`config.mk`:
```
export PLATFORM = sky130hd
export DESIGN_NAME = servo_move_record_playback
export DESIGN_NICKNAME = d
export VERILOG_FILES = /design/src/rtl/smrp_pkg.sv /design/src/rtl/smrp_ram.sv /design/src/rtl/smrp_core.sv /design/src/rtl/servo_move_record_playback.sv
export VERILOG_INCLUDE_DIRS = /design/src /design/src/rtl
export SDC_FILE = /design/constraint.sdc
export NUM_CORES = 2
export LEC_CHECK = 0
export BUFFER_PORTS_ARGS = -buffer_cell sky130_fd_sc_hd__buf_4
export CAP_MARGIN = 25
export CORE_ASPECT_RATIO = 2
export CORE_MARGIN = 4
export CORE_UTILIZATION = 25
export DETAILED_ROUTE_END_ITERATION = 7
export PLACE_DENSITY = 0.5
export SYNTH_ARGS = -nofsm -noshare
export SYNTH_HDL_FRONTEND = slang
export SYNTH_HIERARCHICAL = 1
export SYNTH_SLANG_ARGS = --single-unit
export TNS_END_PERCENT = 5
```
`constraint.sdc`:
```
create_clock -name clock -period 6 [get_ports clock]
set_input_delay 0.3 -clock clock [delete_from_list [all_inputs] [get_ports clock]]
set_output_delay 0.3 -clock clock [all_outputs]
set_load 0.02 [all_outputs]
```
`src/rtl/servo_move_record_playback_defines.svh`:
```
// ----------------------------------------------------------------------------
// Servo move record/playback assertion macros
// Shared concurrent assertion forms for the sequencer RTL.
// ----------------------------------------------------------------------------
`ifndef SERVO_MOVE_RECORD_PLAYBACK_DEFINES_SVH
`define SERVO_MOVE_RECORD_PLAYBACK_DEFINES_SVH

// Same-cycle implication, checked outside reset.
`define SMRP_ASSERT_NOW(label, ante, cons, msg) \
label: assert property (@(posedge clock) disable iff (reset) (ante) |-> (cons)) \
   else $error(msg);

// Next-cycle implication, checked outside reset.
`define SMRP_ASSERT_NEXT(label, ante, cons, msg) \
label: assert property (@(posedge clock) disable iff (reset) (ante) |=> (cons)) \
   else $error(msg);

`endif

```
`src/rtl/smrp_pkg.sv`:
```
// ----------------------------------------------------------------------------
// Servo move record/playback package
// Types, widths and codes shared by the sequencer modules.
// ----------------------------------------------------------------------------
`timescale 1ns / 1ps

package smrp_pkg;

   localparam int TABLE_DEPTH = 64;
   localparam int ADDR_W      = $clog2(TABLE_DEPTH);
   localparam int CNT_W       = $clog2(TABLE_DEPTH + 1);

   localparam int CMD_W    = 3;
   localparam int EVENT_W  = 3;
   localparam int ID_W     = 8;
   localparam int POS_W    = 12;
   localparam int TICKS_W  = 16;
   localparam int COUNT_W  = 7;
   localparam int MARGIN_W = 10;
   localparam int WAIT_W   = 17;
   localparam int ENTRY_W  = ID_W + POS_W + TICKS_W;
   localparam int CSR_IDX_W  = 1;
   localparam int CSR_DATA_W = 10;

   localparam logic [ID_W-1:0]     MARKER_RESET = 8'd255;
   localparam logic [MARGIN_W-1:0] MARGIN_RESET = 10'd50;

   typedef enum logic [CMD_W-1:0] {
      CMD_TICK      = 3'd0,
      CMD_RECORD    = 3'd1,
      CMD_CLEAR     = 3'd2,
      CMD_START_REC = 3'd3,
      CMD_STOP_REC  = 3'd4,
      CMD_PLAY      = 3'd5
   } cmd_type;

   typedef enum logic [EVENT_W-1:0] {
      EV_NONE      = 3'd0,
      EV_ACCEPT    = 3'd1,
      EV_REJECT    = 3'd2,
      EV_MOVE      = 3'd3,
      EV_RESET_ALL = 3'd4,
      EV_FINISHED  = 3'd5
   } event_type;

   typedef enum logic [1:0] {
      MODE_IDLE,
      MODE_RECORD,
      MODE_PLAY
   } mode_type;

   typedef enum logic [CSR_IDX_W-1:0] {
      CSR_MARKER = 1'd0,
      CSR_MARGIN = 1'd1
   } csr_idx_type;

   typedef struct packed {
      logic [ID_W-1:0]    id;
      logic [POS_W-1:0]   pos;
      logic [TICKS_W-1:0] ticks;
   } entry_type;

   typedef struct packed {
      logic [CMD_W-1:0]   command;
      logic [ID_W-1:0]    servo_id;
      logic [POS_W-1:0]   target_position;
      logic [TICKS_W-1:0] move_ticks;
   } req_type;

   typedef struct packed {
      logic [ID_W-1:0]     marker_id;
      logic [MARGIN_W-1:0] margin;
   } cfg_type;

   typedef struct packed {
      logic [EVENT_W-1:0] event_res;
      logic [ID_W-1:0]    servo_id;
      logic [POS_W-1:0]   position;
      logic [TICKS_W-1:0] move_ticks;
      logic [COUNT_W-1:0] stored_count;
      logic               is_recording;
      logic               is_playing;
   } result_type;

endpackage

```
`src/rtl/smrp_ram.sv`:
```
// ----------------------------------------------------------------------------
// Generic single-port-write RAM
// One write port and one read port with registered read data (old data on
// a same-address collision).
// ----------------------------------------------------------------------------
`timescale 1ns / 1ps

module smrp_ram #(
   parameter int WIDTH = 36,
   parameter int DEPTH = 64
) (
   input  logic                     clock,
   input  logic                     wr_en,
   input  logic [$clog2(DEPTH)-1:0] wr_addr,
   input  logic [WIDTH-1:0]         wr_data,
   input  logic [$clog2(DEPTH)-1:0] rd_addr,
   output logic [WIDTH-1:0]         rd_data
);

   logic [WIDTH-1:0] mem [DEPTH];
   logic [WIDTH-1:0] rd_data_ff;

   always_ff @(posedge clock) begin
      if (wr_en) begin
         mem[wr_addr] <= wr_data;
      end
      rd_data_ff <= mem[rd_addr];
   end

   assign rd_data = rd_data_ff;

endmodule

```
`src/rtl/smrp_core.sv`:
```
// ----------------------------------------------------------------------------
// Servo move record/playback core
// Mode, count, pointer and countdown registers, the move table and the
// single-pass decision logic for one transaction.
// ----------------------------------------------------------------------------
`timescale 1ns / 1ps
`include "servo_move_record_playback_defines.svh"

module smrp_core (
   input  logic                clock,
   input  logic                reset,
   input  logic                accept,
   input  smrp_pkg::req_type   req,
   input  smrp_pkg::cfg_type   cfg,
   output smrp_pkg::result_type res
);

   import smrp_pkg::*;

   mode_type           mode_ff, mode_in;
   logic [CNT_W-1:0]   count_ff, count_in;
   logic [CNT_W-1:0]   pp_ff, pp_in;
   logic [WAIT_W-1:0]  wait_ff, wait_in;
   logic               byp_hit_ff, byp_hit_in;
   entry_type          byp_data_ff;

   logic [ENTRY_W-1:0] rd_data;
   logic [ADDR_W-1:0]  rd_addr;
   logic [ADDR_W-1:0]  wr_addr;
   logic               wr_en;
   entry_type          wr_entry;
   entry_type          entry;
   logic [WAIT_W-1:0]  wait_dec;
   logic [WAIT_W-1:0]  wait_reload;
   event_type          ev;
   logic               issue;
   cmd_type            cmd;

   // The read port always looks at the pointer of the next cycle, so the
   // entry at play_pointer is ready when a tick arrives. A write to that
   // same address in the same cycle is caught by the bypass register.
   smrp_ram #(
      .WIDTH (ENTRY_W),
      .DEPTH (TABLE_DEPTH)
   ) u_table (
      .clock   (clock),
      .wr_en   (wr_en),
      .wr_addr (wr_addr),
      .wr_data (wr_entry),
      .rd_addr (rd_addr),
      .rd_data (rd_data)
   );

   assign cmd         = cmd_type'(req.command);
   assign entry       = byp_hit_ff ? byp_data_ff : entry_type'(rd_data);
   assign wait_dec    = (wait_ff != '0) ? wait_ff - WAIT_W'(1) : '0;
   assign wait_reload = WAIT_W'(entry.ticks) + WAIT_W'(cfg.margin);
   assign wr_addr     = count_ff[ADDR_W-1:0];
   assign wr_entry    = '{id: req.servo_id, pos: req.target_position,
                          ticks: req.move_ticks};
   assign rd_addr     = accept ? pp_in[ADDR_W-1:0] : pp_ff[ADDR_W-1:0];
   assign byp_hit_in  = wr_en && (wr_addr == rd_addr);

   // Next state and event.
   always_comb begin
      mode_in  = mode_ff;
      count_in = count_ff;
      pp_in    = pp_ff;
      wait_in  = wait_ff;
      wr_en    = 1'b0;
      ev       = EV_NONE;
      issue    = 1'b0;
      case (cmd)
         CMD_TICK: begin
            if (mode_ff == MODE_PLAY) begin
               if (pp_ff >= count_ff) begin
                  mode_in = MODE_IDLE;
                  ev      = EV_FINISHED;
               end else begin
                  wait_in = wait_dec;
                  if (wait_dec == '0) begin
                     issue   = 1'b1;
                     ev      = (entry.id == cfg.marker_id) ? EV_RESET_ALL : EV_MOVE;
                     wait_in = wait_reload;
                     pp_in   = pp_ff + CNT_W'(1);
                  end
               end
            end
         end
         CMD_RECORD: begin
            if (count_ff >= CNT_W'(TABLE_DEPTH)) begin
               ev = EV_REJECT;
            end else begin
               wr_en    = accept;
               count_in = count_ff + CNT_W'(1);
               ev       = EV_ACCEPT;
            end
         end
         CMD_CLEAR: begin
            count_in = '0;
            ev       = EV_ACCEPT;
         end
         CMD_START_REC: begin
            if (mode_ff != MODE_IDLE) begin
               ev = EV_REJECT;
            end else begin
               count_in = '0;
               mode_in  = MODE_RECORD;
               ev       = EV_ACCEPT;
            end
         end
         CMD_STOP_REC: begin
            if (mode_ff != MODE_RECORD) begin
               ev = EV_REJECT;
            end else begin
               mode_in = MODE_IDLE;
               ev      = EV_ACCEPT;
            end
         end
         CMD_PLAY: begin
            if (mode_ff != MODE_IDLE || count_ff == '0) begin
               ev = EV_REJECT;
            end else begin
               mode_in = MODE_PLAY;
               pp_in   = '0;
               wait_in = '0;
               ev      = EV_ACCEPT;
            end
         end
         default: begin
            ev = EV_NONE;
         end
      endcase
   end

   // Result item.
   always_comb begin
      res              = '0;
      res.event_res    = ev;
      res.stored_count = COUNT_W'(count_in);
      res.is_recording = (mode_in == MODE_RECORD);
      res.is_playing   = (mode_in == MODE_PLAY);
      if (issue) begin
         res.servo_id   = entry.id;
         res.move_ticks = entry.ticks;
         res.position   = (ev == EV_MOVE) ? entry.pos : '0;
      end
   end

   always_ff @(posedge clock) begin
      if (reset) begin
         mode_ff    <= MODE_IDLE;
         count_ff   <= '0;
         pp_ff      <= '0;
         wait_ff    <= '0;
         byp_hit_ff <= 1'b0;
      end else begin
         byp_hit_ff <= byp_hit_in;
         if (accept) begin
            mode_ff  <= mode_in;
            count_ff <= count_in;
            pp_ff    <= pp_in;
            wait_ff  <= wait_in;
         end
      end
   end

   always_ff @(posedge clock) begin
      byp_data_ff <= wr_entry;
   end

   `SMRP_ASSERT_NOW(a_count_bound, 1'b1, count_ff <= CNT_W'(TABLE_DEPTH),
      "move count exceeds table depth")
   `SMRP_ASSERT_NOW(a_pointer_bound, 1'b1, pp_ff <= CNT_W'(TABLE_DEPTH),
      "play pointer exceeds table depth")
   `SMRP_ASSERT_NEXT(a_issue_advances, accept && issue,
      pp_ff == $past(pp_ff) + CNT_W'(1), "issued entry did not advance pointer")
   `SMRP_ASSERT_NEXT(a_idle_holds, !accept,
      $stable(count_ff) && $stable(pp_ff) && $stable(wait_ff),
      "state changed without a transaction")

endmodule

```
`src/rtl/servo_move_record_playback.sv`:
```
// ----------------------------------------------------------------------------
// Servo move record/playback sequencer
// Teach-and-playback of servo moves with a result register on the output.
//
//   channel  ports                                   direction  role
//   req      req_valid/ready, command, move fields   in         commands, ticks
//   rsp      rsp_valid/ready, event and status       out        one per request
//   csr      csr_valid/ready, csr_index, csr_data    in         settings write
//
// One request is taken per cycle; its result appears in the output register
// on the next cycle. The move table RAM reads ahead at the next play pointer,
// so the entry is ready when a tick arrives. Reset is synchronous and leaves
// the table contents undefined; no clearing pass is run. A stalled result
// holds the output register and blocks new requests until it is taken.
// ----------------------------------------------------------------------------
`timescale 1ns / 1ps

module servo_move_record_playback (
   input  logic                           clock,
   input  logic                           reset,
   input  logic                           req_valid,
   output logic                           req_ready,
   input  logic [smrp_pkg::CMD_W-1:0]     req_command,
   input  logic [smrp_pkg::ID_W-1:0]      req_servo_id,
   input  logic [smrp_pkg::POS_W-1:0]     req_target_position,
   input  logic [smrp_pkg::TICKS_W-1:0]   req_move_ticks,
   output logic                           rsp_valid,
   input  logic                           rsp_ready,
   output logic [smrp_pkg::EVENT_W-1:0]   rsp_event_res,
   output logic [smrp_pkg::ID_W-1:0]      rsp_out_servo_id,
   output logic [smrp_pkg::POS_W-1:0]     rsp_out_position,
   output logic [smrp_pkg::TICKS_W-1:0]   rsp_out_move_ticks,
   output logic [smrp_pkg::COUNT_W-1:0]   rsp_stored_count,
   output logic                           rsp_is_recording,
   output logic                           rsp_is_playing,
   input  logic                           csr_valid,
   output logic                           csr_ready,
   input  logic [smrp_pkg::CSR_IDX_W-1:0] csr_index,
   input  logic [smrp_pkg::CSR_DATA_W-1:0] csr_data
);

   import smrp_pkg::*;

   logic       rsp_valid_ff, rsp_valid_in;
   result_type rsp_ff;
   result_type res;
   req_type    req;
   cfg_type    cfg_ff;
   logic       accept;

   assign req_ready = !rsp_valid_ff || rsp_ready;
   assign accept    = req_valid && req_ready;
   assign csr_ready = 1'b1;
   assign req       = '{command: req_command, servo_id: req_servo_id,
                        target_position: req_target_position,
                        move_ticks: req_move_ticks};

   smrp_core u_core (
      .clock  (clock),
      .reset  (reset),
      .accept (accept),
      .req    (req),
      .cfg    (cfg_ff),
      .res    (res)
   );

   always_comb begin
      rsp_valid_in = rsp_valid_ff;
      if (accept) begin
         rsp_valid_in = 1'b1;
      end else if (rsp_ready) begin
         rsp_valid_in = 1'b0;
      end
   end

   always_ff @(posedge clock) begin
      if (reset) begin
         rsp_valid_ff     <= 1'b0;
         cfg_ff.marker_id <= MARKER_RESET;
         cfg_ff.margin    <= MARGIN_RESET;
      end else begin
         rsp_valid_ff <= rsp_valid_in;
         if (csr_valid && csr_ready) begin
            case (csr_idx_type'(csr_index))
               CSR_MARKER: cfg_ff.marker_id <= csr_data[ID_W-1:0];
               CSR_MARGIN: cfg_ff.margin    <= csr_data[MARGIN_W-1:0];
               default: begin
                  cfg_ff <= cfg_ff;
               end
            endcase
         end
      end
   end

   always_ff @(posedge clock) begin
      if (accept) begin
         rsp_ff <= res;
      end
   end

   assign rsp_valid          = rsp_valid_ff;
   assign rsp_event_res      = rsp_ff.event_res;
   assign rsp_out_servo_id   = rsp_ff.servo_id;
   assign rsp_out_position   = rsp_ff.position;
   assign rsp_out_move_ticks = rsp_ff.move_ticks;
   assign rsp_stored_count   = rsp_ff.stored_count;
   assign rsp_is_recording   = rsp_ff.is_recording;
   assign rsp_is_playing     = rsp_ff.is_playing;

endmodule

```
-- Yosys cells after proc, flatten, opt, wreduce, memory -nomap -nowiden
Memories as Yosys holds them, arrays and structs flattened. A register that Yosys moved wholly into a read port is not among the register bits.
Index checks and enable logic that the tools add are counted.
- memories: 1
- bits in registers: 137
- bits in writable memories: 2304
- input bits: 55
- word-level logic and storage cells: 101
- memory list (memory ; words ; bits a word ; read ports ; clocked after memory_dff ; write ports ; RTL line ; text):
    u_core.u_table.mem ; 64 ; 36 ; 1 ; 1 ; 1 ; smrp_ram.sv:20 ; logic [WIDTH-1:0] mem [DEPTH];
- multiplexer cells: 41
- equality and inequality tests: 16
- order comparisons: 2
- reductions and logical operators: 17
- add/sub/neg operators: 4
- bitwise gates (word level): 1
- operators by type and width (cell ; count):
    2-to-1 mux 17 bit ; 5
    2-to-1 mux 7 bit ; 6
    2-to-1 mux 36 bit ; 1
    one-hot mux 17 bit (2 select lines) ; 1
    one-hot mux 7 bit (3 select lines) ; 1
    2-to-1 mux 2 bit ; 9
    one-hot mux 3 bit (6 select lines) ; 1
    adder 16 x 10 -> 17 bit ; 1
    logical NOT 17 bit ; 1
    nonzero test 17 bit ; 1
    subtractor 17 x 1 -> 17 bit (second input constant) ; 1
    adder 7 x 1 -> 7 bit (second input constant) ; 2
    one-hot mux 7 bit (2 select lines) ; 1
    2-to-1 mux 3 bit ; 4
    2-to-1 mux 1 bit ; 10
    == test 3 x 2 -> 1 bit (second input constant) ; 3
    == test 8 bit ; 1
    one-hot mux 2 bit (4 select lines) ; 1
    >= comparator 7 bit ; 1
    >= comparator 7 bit (second input constant) ; 1
    logical NOT 7 bit ; 1
    == test 3 bit (second input constant) ; 2
    == test 6 bit ; 1
    2-to-1 mux 6 bit ; 1
    other kinds (14) ; 24

-- Depth between registers and ports, before layout
- word-level depth: 10
- mapped depth: 21
- mapped depth without buffers: 16

-- Cells and area by module
The synthesis kept the hierarchy.
- modules (own cells, without submodules) (module ; sequential area each (µm²) ; area an instance (µm²) ; times used ; cells an instance):
    smrp_ram ; 69907.0 ; 87973.1 ; 1 ; 3780
    smrp_core ; 1401.3 ; 4784.6 ; 1 ; 607
    servo_move_record_playback ; 1821.7 ; 2262.2 ; 1 ; 134

-- Worst setup path before layout
Ideal clock, no wire load.
- path type: register -> register
- from: register rsp_valid_ff, in the netlist rsp_valid
- to: memory u_core.u_table.mem[48][0], enable pin
- cell stages (with the launch flop): 8
- required time: 5.526 ns
- library setup time: 0.474 ns
- buffers on the path: 0
- arrival time: 5.631 ns
- path slack: -0.105 ns
- cells stage by stage: dfxtp_1 -> nand2b_1 -> and2_1 -> inv_1 -> nor3_1 -> nor2b_1 -> nand4b_1 -> nor3_1
- longest elaborated chain between the ends: 7
- RTL lines (what ; RTL line ; text):
    start: declaration ; servo_move_record_playback.sv:44 ; logic rsp_valid_ff, rsp_valid_in;
    start signal: assignment ; servo_move_record_playback.sv:82 ; rsp_valid_ff <= rsp_valid_in;
    logical NOT 1 bit ; servo_move_record_playback.sv:51 ; assign req_ready = !rsp_valid_ff || rsp_ready;
    logical OR 1 bit ; servo_move_record_playback.sv:51 ;
    net req_ready ; servo_move_record_playback.sv:22 ; output logic req_ready,
    logical AND 1 bit ; servo_move_record_playback.sv:52 ; assign accept = req_valid && req_ready;
    net accept ; servo_move_record_playback.sv:49 ; logic accept;
    2-to-1 mux 1 bit ; smrp_core.sv:91 ; if (count_ff >= CNT_W'(TABLE_DEPTH)) begin
    2-to-1 mux 1 bit ; smrp_core.sv:73 ; case (cmd)
    net u_core.wr_en ; smrp_core.sv:30 ; logic wr_en;
    2-to-1 mux 1 bit ; smrp_ram.sv:24 ; if (wr_en) begin
    2-to-1 mux 1 bit (not written as such) ; smrp_ram.sv:25 ; mem[wr_addr] <= wr_data;
    end: declaration ; smrp_ram.sv:20 ;
The timed path passes the listed nets, and every way through them passes these cells.

-- Worst setup path after layout
- from: register u_core.wait_ff[0]
- to: register u_core.u_table.rd_data_ff[31], in the netlist u_core/u_table/rd_data[31], read port of u_core.u_table.mem
- longest elaborated chain between the ends: 8
- RTL lines (what ; RTL line ; text):
    start: declaration ; smrp_core.sv:23 ; logic [WAIT_W-1:0] wait_ff, wait_in;
    start signal: assignment ; smrp_core.sv:163 ; wait_ff <= wait_in;
    subtractor 17 x 1 -> 17 bit or nonzero test 17 bit (tied branches) ; smrp_core.sv:56 ; assign wait_dec = (wait_ff != '0) ? wait_ff - WAIT_W'(1) : '0;
    2-to-1 mux 17 bit * ; smrp_core.sv:56 ;
    logical NOT 17 bit * ; smrp_core.sv:81 ; if (wait_dec == '0) begin
    2-to-1 mux 7 bit * ; smrp_core.sv:81 ;
    2-to-1 mux 7 bit * ; smrp_core.sv:76 ; if (pp_ff >= count_ff) begin
    2-to-1 mux 7 bit * ; smrp_core.sv:75 ; if (mode_ff == MODE_PLAY) begin
    one-hot mux 7 bit (2 select lines) * ; smrp_core.sv:73 ;
    2-to-1 mux 6 bit * ; smrp_core.sv:61 ; assign rd_addr = accept ? pp_in[ADDR_W-1:0] : pp_ff[ADDR_W-1:0];
    net u_core.rd_addr[0] ; smrp_core.sv:28 ; logic [ADDR_W-1:0] rd_addr;
    end: declaration ; smrp_ram.sv:21 ; logic [WIDTH-1:0] rd_data_ff;
The timed path passes the listed nets; every way through them passes the cells marked *. The select of a mux whose other input is x is not followed.
A chain may end at the register's enable or synchronous reset.

==> metrics.yaml <==
critPathMaxStageDelay_ns: 0.92
cts_setup_buffers: 0
dp_hpwl_mm: 187.2
setup_violations: 0
critPathBufInv: 5
layout.nets: 5007
worstPathRequired_ns: 6.79
root_buffer: "clkbuf_16"
io_pins: 106
grt_max_degree: 73
grt_pass1_vias: 50780
gp_congestion: 0.8144
placed_cells: 9638
fin_crit_ns: 5.751
r2r-start: "u_core/wait_ff[0]"
grt_pass1_wl_mm: 406.9
worst_pin_slew_ns: 1.120
crit_family: "compound AO/OA/AOI/OAI gates"
critPathMaxFanout: 30
grt_overflow: 0
avgViaCountPerCell: 4.760
synth_warnings: 6
postPlaceCellArea_sq_mm: 0.1042
drv_cap: 0
place_ws_ns: 0.3184
synth_top_area_share_pct: 74.33
ys_types: 82
synthCells: 4521
synth_area_leader_cell: "edfxtp_1"
period_share_pct: 95.85
cp-end-kind: "register"
design.core.area_sq_mm: 0.3792
cts_tree: "built"
cts_max_path_buffers: 4
final_max_slew_viol_count: 0
synth_area_sq_mm: 0.09502
path_clk_slew_ns: 0.07
yosysMostFrequentCell: "edfxtp_1"
worstSetupPathType: "reg2reg"
dieArea_sq_mm: 0.3906
power_mw: 33.42
synthArstFlopShare_pct: 0
synthTopCellsByArea: "edfxtp_1 74%, mux4_2 13%, dfxtp_1 2.6%, mux2i_1 1.1%, o22ai_1 0.86%"
hold_path_startpoint: "csr_data[7]"
rsz0062_at_grt: "no"
clkLatencyLatePin_ns: 0.90
syn2layout_area_growth_pct: 17.53
antenna_found_initial: 21
port-buffer-count: 104
crit_chain: "inv_1 -> ha_1 -> or4b_4 -> or4b_4 -> o21ai_2 -> o2111ai_1 -> o41a_1 -> buf_4 -> o211ai_1 -> o21ai_4 -> buf_12 -> buf_12 -> buf_12 -> mux4_2 -> o22ai_1 -> a211oi_1 -> o22a_1"
synth_nets: 4598
r2r_slack_ns: 0.25
worst_path_max_delay_cell: "a211oi_1"
synth_edf_count: 2352
drive_gt1_share_pct: 26.81
synth_ff_type: "edfxtp_1"
yosysSeqAreaShare_pct: 76.96
wl_per_cell_um: 28.97
cellLeakagePower_nw: 33.15
route.detailed.drc: 0
chipWidth_um: 443.9
r2r-end: "u_core/u_table/rd_data[31]"
clock_sinks: 2477
die_y_um: 879.9
cts.htree.levels: 4
rows: 320
whs_endpoint: "cfg_ff[17]"
syn_area_per_cell_sq_um: 21.02
clock_skew_ns: 0.06082
initial_core_util_pct: 25.06
fmax_mhz: 173.9
finalWirelength_mm: 292.3
reg2reg_depth: 17
ir_drop_uv: 230.3
fin_cells: 10090
crit_arrival_ns: 6.54
postLayoutCellArea_sq_mm: 0.1117
via_count: 48030
synth-seq-cells: 2477
p_per_area_mw_per_mm2: 299.2
synth_common_cells: "2352 x edfxtp_1, 556 x mux4_2, 195 x nor2_1, 130 x o22ai_1, 125 x dfxtp_1"
hp-class: "in2reg"
postLayoutSetupSlackWorst_ns: 0.2490
drtIter0Drc: 3754
hold_depth: 4
finalHoldViolations: 0
startpoint_type: "register"
cts_made_buffers: 207
grt_usage_pct: 14.64
dr.pass1.iters: 8
final_util_pct: 29.45
critPathMostFrequentCell: "buf_12"
max-slew-margin-rel_pct: 24.89
drtAntennaViolNets: 0
status: "finished clean"
worst max path at each step:
stage	start	end	slack, ns	cells past startpoint
6_report	u_core/wait_ff[0]	u_core/u_table/rd_data[31]	0.25	17
5_1_grt	u_core/wait_ff[0]	u_core/u_table/rd_data[31]	0.05	17
4_1_cts	u_core/count_ff[0]	u_core/u_table/rd_data[15]	0.29	16
3_5_place_dp	u_core/count_ff[0]	u_core/u_table/rd_data[15]	0.32	16
3_3_place_gp	u_core/wait_ff[0]	u_core/u_table/rd_data[30]	0.32	14
2_1_floorplan	rsp_valid	u_core/u_table/mem[49][0]	-0.10	7
per-stage QoR:
stage,hold slack (ns),setup TNS [ns]
finish,0.2562,0
floorplan,0.3277,-3.729
global placement,0.4961,0
detailed placement,0.5014,0
CTS,0.1896,0
global route,0.2559,0
area by class of cell:
cell class                      instances  area, sq um
Multi-Input combinational cell       1763        21050
Fill cell                           36740       267500
Sequential cell                      2477        73130
Clock buffer                          266         5594
Tap cell                             4991         6245
Timing Repair Buffer                  456         4464
Antenna cell                            6        15.01
Clock inverter                        105         1080
Inverter                               25        93.84
worst register-to-register path: stages, from the launching register on:
cell       delay [ns]
dfxtp_1          0.38
inv_1            0.09
ha_1             0.25
or4b_4           0.58
or4b_4           0.51
o21ai_2          0.08
o2111ai_1        0.24
o41a_1           0.47
buf_4            0.22
o211ai_1         0.34
o21ai_4          0.14
buf_12           0.21
buf_12           0.20
buf_12           0.22
mux4_2           0.40
o22ai_1          0.10
a211oi_1         0.92
o22a_1           0.28
placed cells by master (no fill, tap or decap), types with 19 or more instances in the layout:
cell,n
buf_4,314
clkbuf_1,42
dlygate4sd3_1,73
o221ai_1,35
nand2_1,74
nor4_1,34
o22a_1,23
nand2b_1,19
o21ai_0,37
xnor2_1,23
a211oi_1,49
ha_1,21
a21oi_1,44
o22ai_1,130
clkinv_2,34
clkinv_1,25
buf_12,67
nand3_1,65
a22oi_1,85
mux2i_1,100
nor2_4,62
mux4_2,556
inv_1,24
nor2_1,132
nor2b_1,46
dfxtp_1,124
edfxtp_1,2352
clkbuf_16,209
sequential cells by signal, indices dropped and copies added (netlist names), 8 cells and up:
register	flops
rsp_out_position	12
u_core/wait_ff	17
rsp_out_servo_id	8
u_core/u_table/mem	2304
rsp_out_move_ticks	16
cfg_ff	18
u_core/u_table/rd_data	36
u_core/byp_data_ff	36
what timing repair did:
item	4_1_cts	5_1_grt
setup endpoints to repair	0	3
endpoints found under the hold margin	1305	0
resized for setup	0	1
hold buffers	73	0
cell families (layout without fill, tap and decap cells):
logic type               after synthesis  after routing  share of synthesized area (%)
XOR/XNOR                              29             29                         0.2673
other                                  1              7                       0.003947
flip-flops                          2477           2477                          76.96
multiplexers                         677            677                          14.47
buffers and inverters                281            852                          1.487
adder cells (fa/ha/maj)               22             22                         0.2976
AND/OR/NAND/NOR                      543            543                          2.869
AO/OA/AOI/OAI                        491            491                          3.638
per-layer routing:
layer,routed length [um],up-vias,global-route usage [%]
met1,99840,26280,15.28
met4,16510,4,7.225
met2,165400,1472,28.83
met5,21,-,0
met3,10490,547,1.423
li1,-,19720,-
where the power goes:
group | internal (mW) | switching, mW
clock | 7.40 | 6.36
sequential | 18.9 | 0.0392
combinational | 0.184 | 0.495
Power figures use the tool's default switching activity.
